--- config.mk ---
export PLATFORM = sky130hd
export DESIGN_NAME = mm4_store
export DESIGN_NICKNAME = d
export VERILOG_FILES = /design/src/rtl/core/matrix_multiply_4x4_defines.svh /design/src/rtl/core/mm4_pkg.sv /design/src/rtl/core/mm4_store.sv
export SDC_FILE = /design/constraint.sdc
export NUM_CORES = 2
export LEC_CHECK = 0
export BUFFER_PORTS_ARGS = -buffer_cell sky130_fd_sc_hd__buf_4
export CAP_MARGIN = 20
export CORE_UTILIZATION = 45
export DETAILED_ROUTE_END_ITERATION = 10
export PLACE_DENSITY = 0.73
export SYNTH_ARGS = -nofsm -noshare
export SYNTH_HDL_FRONTEND = slang
export SYNTH_SLANG_ARGS = --single-unit
--- constraint.sdc ---
create_clock -name clk -period 1.2 [get_ports clk]
set_clock_uncertainty 0.2 [all_clocks]
set_input_delay 0 -clock clk [delete_from_list [all_inputs] [get_ports clk]]
set_output_delay 0 -clock clk [all_outputs]
set_load 0.01 [all_outputs]
--- src/rtl/core/matrix_multiply_4x4_defines.svh ---
// Assertion helpers for the matrix multiplier.
`ifndef MATRIX_MULTIPLY_4X4_DEFINES_SVH
`define MATRIX_MULTIPLY_4X4_DEFINES_SVH

`ifndef SYNTHESIS
// checked outside reset
`define MM4_ASSERT(lbl, prop) \
  lbl: assert property (@(posedge clk) disable iff (rst) prop) \
    else $error("mm4 check failed");
// checked during reset too
`define MM4_ASSERT_RST(lbl, prop) \
  lbl: assert property (@(posedge clk) prop) \
    else $error("mm4 reset check failed");
`else
`define MM4_ASSERT(lbl, prop)
`define MM4_ASSERT_RST(lbl, prop)
`endif

`endif

--- src/rtl/core/mm4_pkg.sv ---
package mm4_pkg;

  localparam int MM4_FRAC_BITS = 16;
  localparam int ELEM_W        = 32;
  localparam int PROD_W        = 2 * ELEM_W;
  localparam int PAIR_W        = PROD_W + 1;
  localparam int SUM_W         = PROD_W + 2;
  localparam int DIM           = 4;

  typedef logic signed [ELEM_W-1:0] elem_t;

  typedef enum logic {
    OP_LOAD = 1'b0,
    OP_MUL  = 1'b1
  } opcode_t;

  // column write into the current matrix
  typedef struct packed {
    logic                wr;
    logic [1:0]          col;
    elem_t [DIM-1:0]     data;
  } col_wr_t;

  // retiring product column, optionally committed
  typedef struct packed {
    logic                wr;
    logic                commit;
    logic [1:0]          col;
    elem_t [DIM-1:0]     data;
  } pend_wr_t;

endpackage

--- src/rtl/core/mm4_store.sv ---
// Current matrix and pending product store, column-major (col*4+row).
module mm4_store #(
  parameter int FRAC_BITS = mm4_pkg::MM4_FRAC_BITS
) (
  input  logic                                      clk,
  input  logic                                      rst,
  input  mm4_pkg::col_wr_t                          load,
  input  mm4_pkg::pend_wr_t                         pend,
  output mm4_pkg::elem_t [mm4_pkg::DIM*mm4_pkg::DIM-1:0] mat
);

  localparam int NUM = mm4_pkg::DIM * mm4_pkg::DIM;
  localparam mm4_pkg::elem_t ONE = mm4_pkg::ELEM_W'(1) << FRAC_BITS;

  mm4_pkg::elem_t [NUM-1:0] pending;

  always_ff @(posedge clk) begin
    if (rst) begin
      for (int i = 0; i < NUM; i++) begin
        mat[i]     <= (i % 5 == 0) ? ONE : '0;
        pending[i] <= '0;
      end
    end else begin
      if (load.wr) begin
        for (int r = 0; r < mm4_pkg::DIM; r++) begin
          mat[{load.col, 2'(r)}] <= load.data[r];
        end
      end
      if (pend.wr) begin
        for (int r = 0; r < mm4_pkg::DIM; r++) begin
          pending[{pend.col, 2'(r)}] <= pend.data[r];
        end
        // copy includes the column retiring this cycle
        if (pend.commit) begin
          for (int c = 0; c < mm4_pkg::DIM; c++) begin
            for (int r = 0; r < mm4_pkg::DIM; r++) begin
              mat[c * mm4_pkg::DIM + r] <= (c == int'(pend.col)) ?
                pend.data[r] : pending[c * mm4_pkg::DIM + r];
            end
          end
        end
      end
    end
  end

endmodule

==> flow_summary.toml <==
[critical_path]
worstPathArrival_ns = 2.12
r2r_cells = 2
worstSetupPathType = "reg -> reg"
crit_chain = "mux2i_2 > o22ai_1"
worstReg2RegStart = "pending[279]$_SDFFE_PP0P_"
critPathSlowestCell = "mux2i_2"
crit_required_ns = 1.53
start_kind = "flip-flop"
critPathMaxFanout = 2
r2r_slack_ns = -0.58
worstSetupEndpointType = "flip-flop"
r2r_end = "mat[279]$_SDFF_PP0_"
cpPeakStageDelay_ns = 0.80

[die]
die_area_mm2 = 0.101
die_h_um = 318
start_util_pct = 45.6
std_cell_rows = 115
fp.dieW_um = 318
core_area_mm2 = 0.0986
ioPinCount = 777

[placed_design]
dp_hpwl_mm = 110
placed_cell_area_mm2 = 0.0539
io_buffers = 776
gp_congestion = 0.893

[final_layout]
final_area_mm2 = 0.0675
multiInputGateArea_mm2 = 0.0218
register_area_mm2 = 0.0213
fill_cells = 6191
drive_above_1_share_pct = 37.4
area_growth_pct = 50.2
nets = 6337
fin_util_pct = 68.4

[synth]
synth-adder-area-share_pct = 0
synth_top_area_cell = "dfxtp_1"
synth_top_cell_area_share_pct = 45.6
ys_warn_count = 0
syn-instance-count = 4646
syn_avg_cell_area_um2 = 9.67
synth_xor_area_share_pct = 0
synth_cell_type_count = 24
synth-seq-area-share_pct = 45.6
synth.area.mux_share_pct = 22.8
synthSimpleGateAreaFrac_pct = 8.92
ys_seq_elements = 1024
synth-compound-area-share_pct = 15.7
ys_top_cells_by_area = "dfxtp_1 (46%), mux2i_1 (23%), nand2_1 (8.6%)"
synth_top_family_by_area = "multiplexers"
syn_area_mm2 = 0.0449
syn_nets = 4911

[timing]
worst_slack_ns = -0.583
maxSlewViolCount = 0
tightestPinTransition_ns = 1.11
fin_crit_sh_pct = 149
fmax_mhz = 561
rsz0062_at_grt = "true"
relSlewSlack_pct = 23.9
layout_min_cycle_time_ns = 1.78
whs_ns = -0.545
finalHoldViolCount = 224
finalSetupViolCount = 553

[clock_network]
clk-insertion-delay-late_ns = 0.72
clock_sinks = 1024
cts_buffer_depth = 3
cts-root-buf = "clkbuf_16"
clkTransAtPathRegs_ns = 0.07
h-tree-depth = 3
cts_tree = "yes"
cts_buffers = 104

[route]
routedWlPerCell_um = 28.8
vias = 47400
totalWireLength_mm = 215
viasPerCell = 6.35
final_antenna_net_count = 0
drtPass1Iterations = 9
drc = 0
drtIter0Drc = 6280

[global_routing]
grt_max_degree = 68
grt-ovfl-total = 0
antenna_found_initial = 21
grt_usage_pct = 39.6
grt_pass1_wl_mm = 305
grt_pass1_vias = 47900

[hold_path]
min_path_cells = 3
hold_start = "pend[129]"
min_to = "mat[496]$_SDFF_PP1_"
hold_path_class = "in -> reg"

[pwr]
power_uw = 86100
ir_worst_vdd_uv = 1260
p_per_area_mw_per_mm2 = 1280
p_leak_uw = 0.0302

[status]
failed_checks = "hold timing, setup timing"
status = "finished with violations"

[run]
drv_cap = 0
[cells in the mapped netlist]
library cell,n
nor3b_2,2
mux2i_1,1022
o21ai_0,1
a21oi_1,512
nand2b_2,1
and3b_1,2
o22ai_2,201
nand3_1,3
clkbuf_1,210
o22ai_1,307
and3_1,1
nand2_1,1028
buf_2,153
buf_6,96
a22oi_1,2
dfxtp_1,1024
clkbuf_4,3
a32oi_1,2
buf_4,64
nand3b_1,4
or3b_1,1
and2_1,1
nor2_1,3
nand2b_1,3
[sequential cells by signal (all words and copies together), names as in the netlist]
signal	flops
pending	512
mat	512
[layout by cell type (no fill, tap or decap), types with 3 or more instances in the layout]
master and count:
nand2_1 1026, mux2i_1 964, buf_4 683, dfxtp_1 512, a21oi_1 511, buf_6 506
dfxtp_2 442, dlygate4sd3_1 398, o22ai_1 299, o22ai_2 207, buf_12 134, clkbuf_16 113
dlymetal6s4s_1 105, dfxtp_4 70, mux2i_2 44, diode_2 21, clkbuf_1 21, clkbuf_8 21
clkinv_2 15, mux2i_4 14, buf_8 11, bufinv_16 9, clkinvlp_4 6, nand3b_1 4
nand2b_4 4, inv_6 4, buf_16 3
[area by class of cell]
| type | instances | share of cell area (%) |
|---|---|---|
| diodes | 21 | 0.0779 |
| clock buffers | 149 | 4.51 |
| clock inverters | 35 | 0.644 |
| multi-input cells | 3096 | 32.3 |
| flip-flops and latches | 1024 | 31.6 |
| well taps | 1287 | 2.39 |
| repair buffers | 1846 | 28.5 |
[worst max-delay path, delay by kind of cell (launching register included)]
kind | cells | cell delay [ns]
mux | 1 | 0.80
flops | 1 | 0.32
compound gates | 1 | 0.26
[worst max-delay path by stage]
stage | slack, ns | cells after the start | start | end
2_1_floorplan | -0.01 | 8 | pend[131] | mat[249]$_SDFF_PP0_
3_3_place_gp | -0.37 | 6 | pend[128] | mat[286]$_SDFF_PP0_
3_5_place_dp | -0.42 | 6 | load[129] | mat[71]$_SDFF_PP0_
4_1_cts | -0.25 | 1 | mat[336]$_SDFF_PP1_ | mat[336]
5_1_grt | -0.57 | 2 | mat[66]$_SDFF_PP0_ | mat[66]$_SDFF_PP0_
6_report | -0.58 | 2 | pending[279]$_SDFFE_PP0P_ | mat[279]$_SDFF_PP0_
[where the power goes]
| part | internal [uW] | switching, uW | total (uW) | leakage (uW) |
|---|---|---|---|---|
| clock network | 19500 | 14900 | 34400 | 0.00170 |
| registers | 35400 | 1250 | 36700 | 0.00858 |
| logic | 7170 | 7860 | 15000 | 0.0200 |
| total | 62100 | 24000 | 86100 | 0.0302 |
[per-stage QoR]
stage                     setup TNS [ns]  setup slack [ns]  hold WS [ns]  std cells
after floorplan                    -2.27           -0.0138       0.00715       4646
after global placement           -257.07            -0.374        0.0974       6571
after detailed placement         -279.69            -0.417         0.104       6571
after CTS                        -192.86            -0.249        -0.554       7436
after global routing             -106.70            -0.572        -0.524       7447
final                             -92.61            -0.583        -0.545       7458
[cells by family (layout without fill, tap and decap cells)]
group	Yosys count	in the layout
and+or+nand+nor	1049	1049
AOI/OAI and AO/OA	1025	1025
DFF	1024	1024
muxes	1022	1022
buffers and inverters	526	2030
other	0	21
[routing by layer]
metal	wire length [um]	track usage, %	vias up
met4	21800	31.4	14
met5	185	0	-
li1	-	-	19100
met3	25500	13.4	1668
met2	94400	62.3	4118
met1	72900	43.8	22400
[what timing repair did]
action | 4_1_cts | 5_1_grt
endpoints found under the hold margin | 1024 | 245
cloned | 0 | 6
endpoints found under the setup margin | 512 | 1529
buffers inserted | 55 | 118
hold buffers | 630 | 50
pin swaps | 0 | 19
gates resized for setup | 1060 | 245
(Power assumes the default switching activity.)
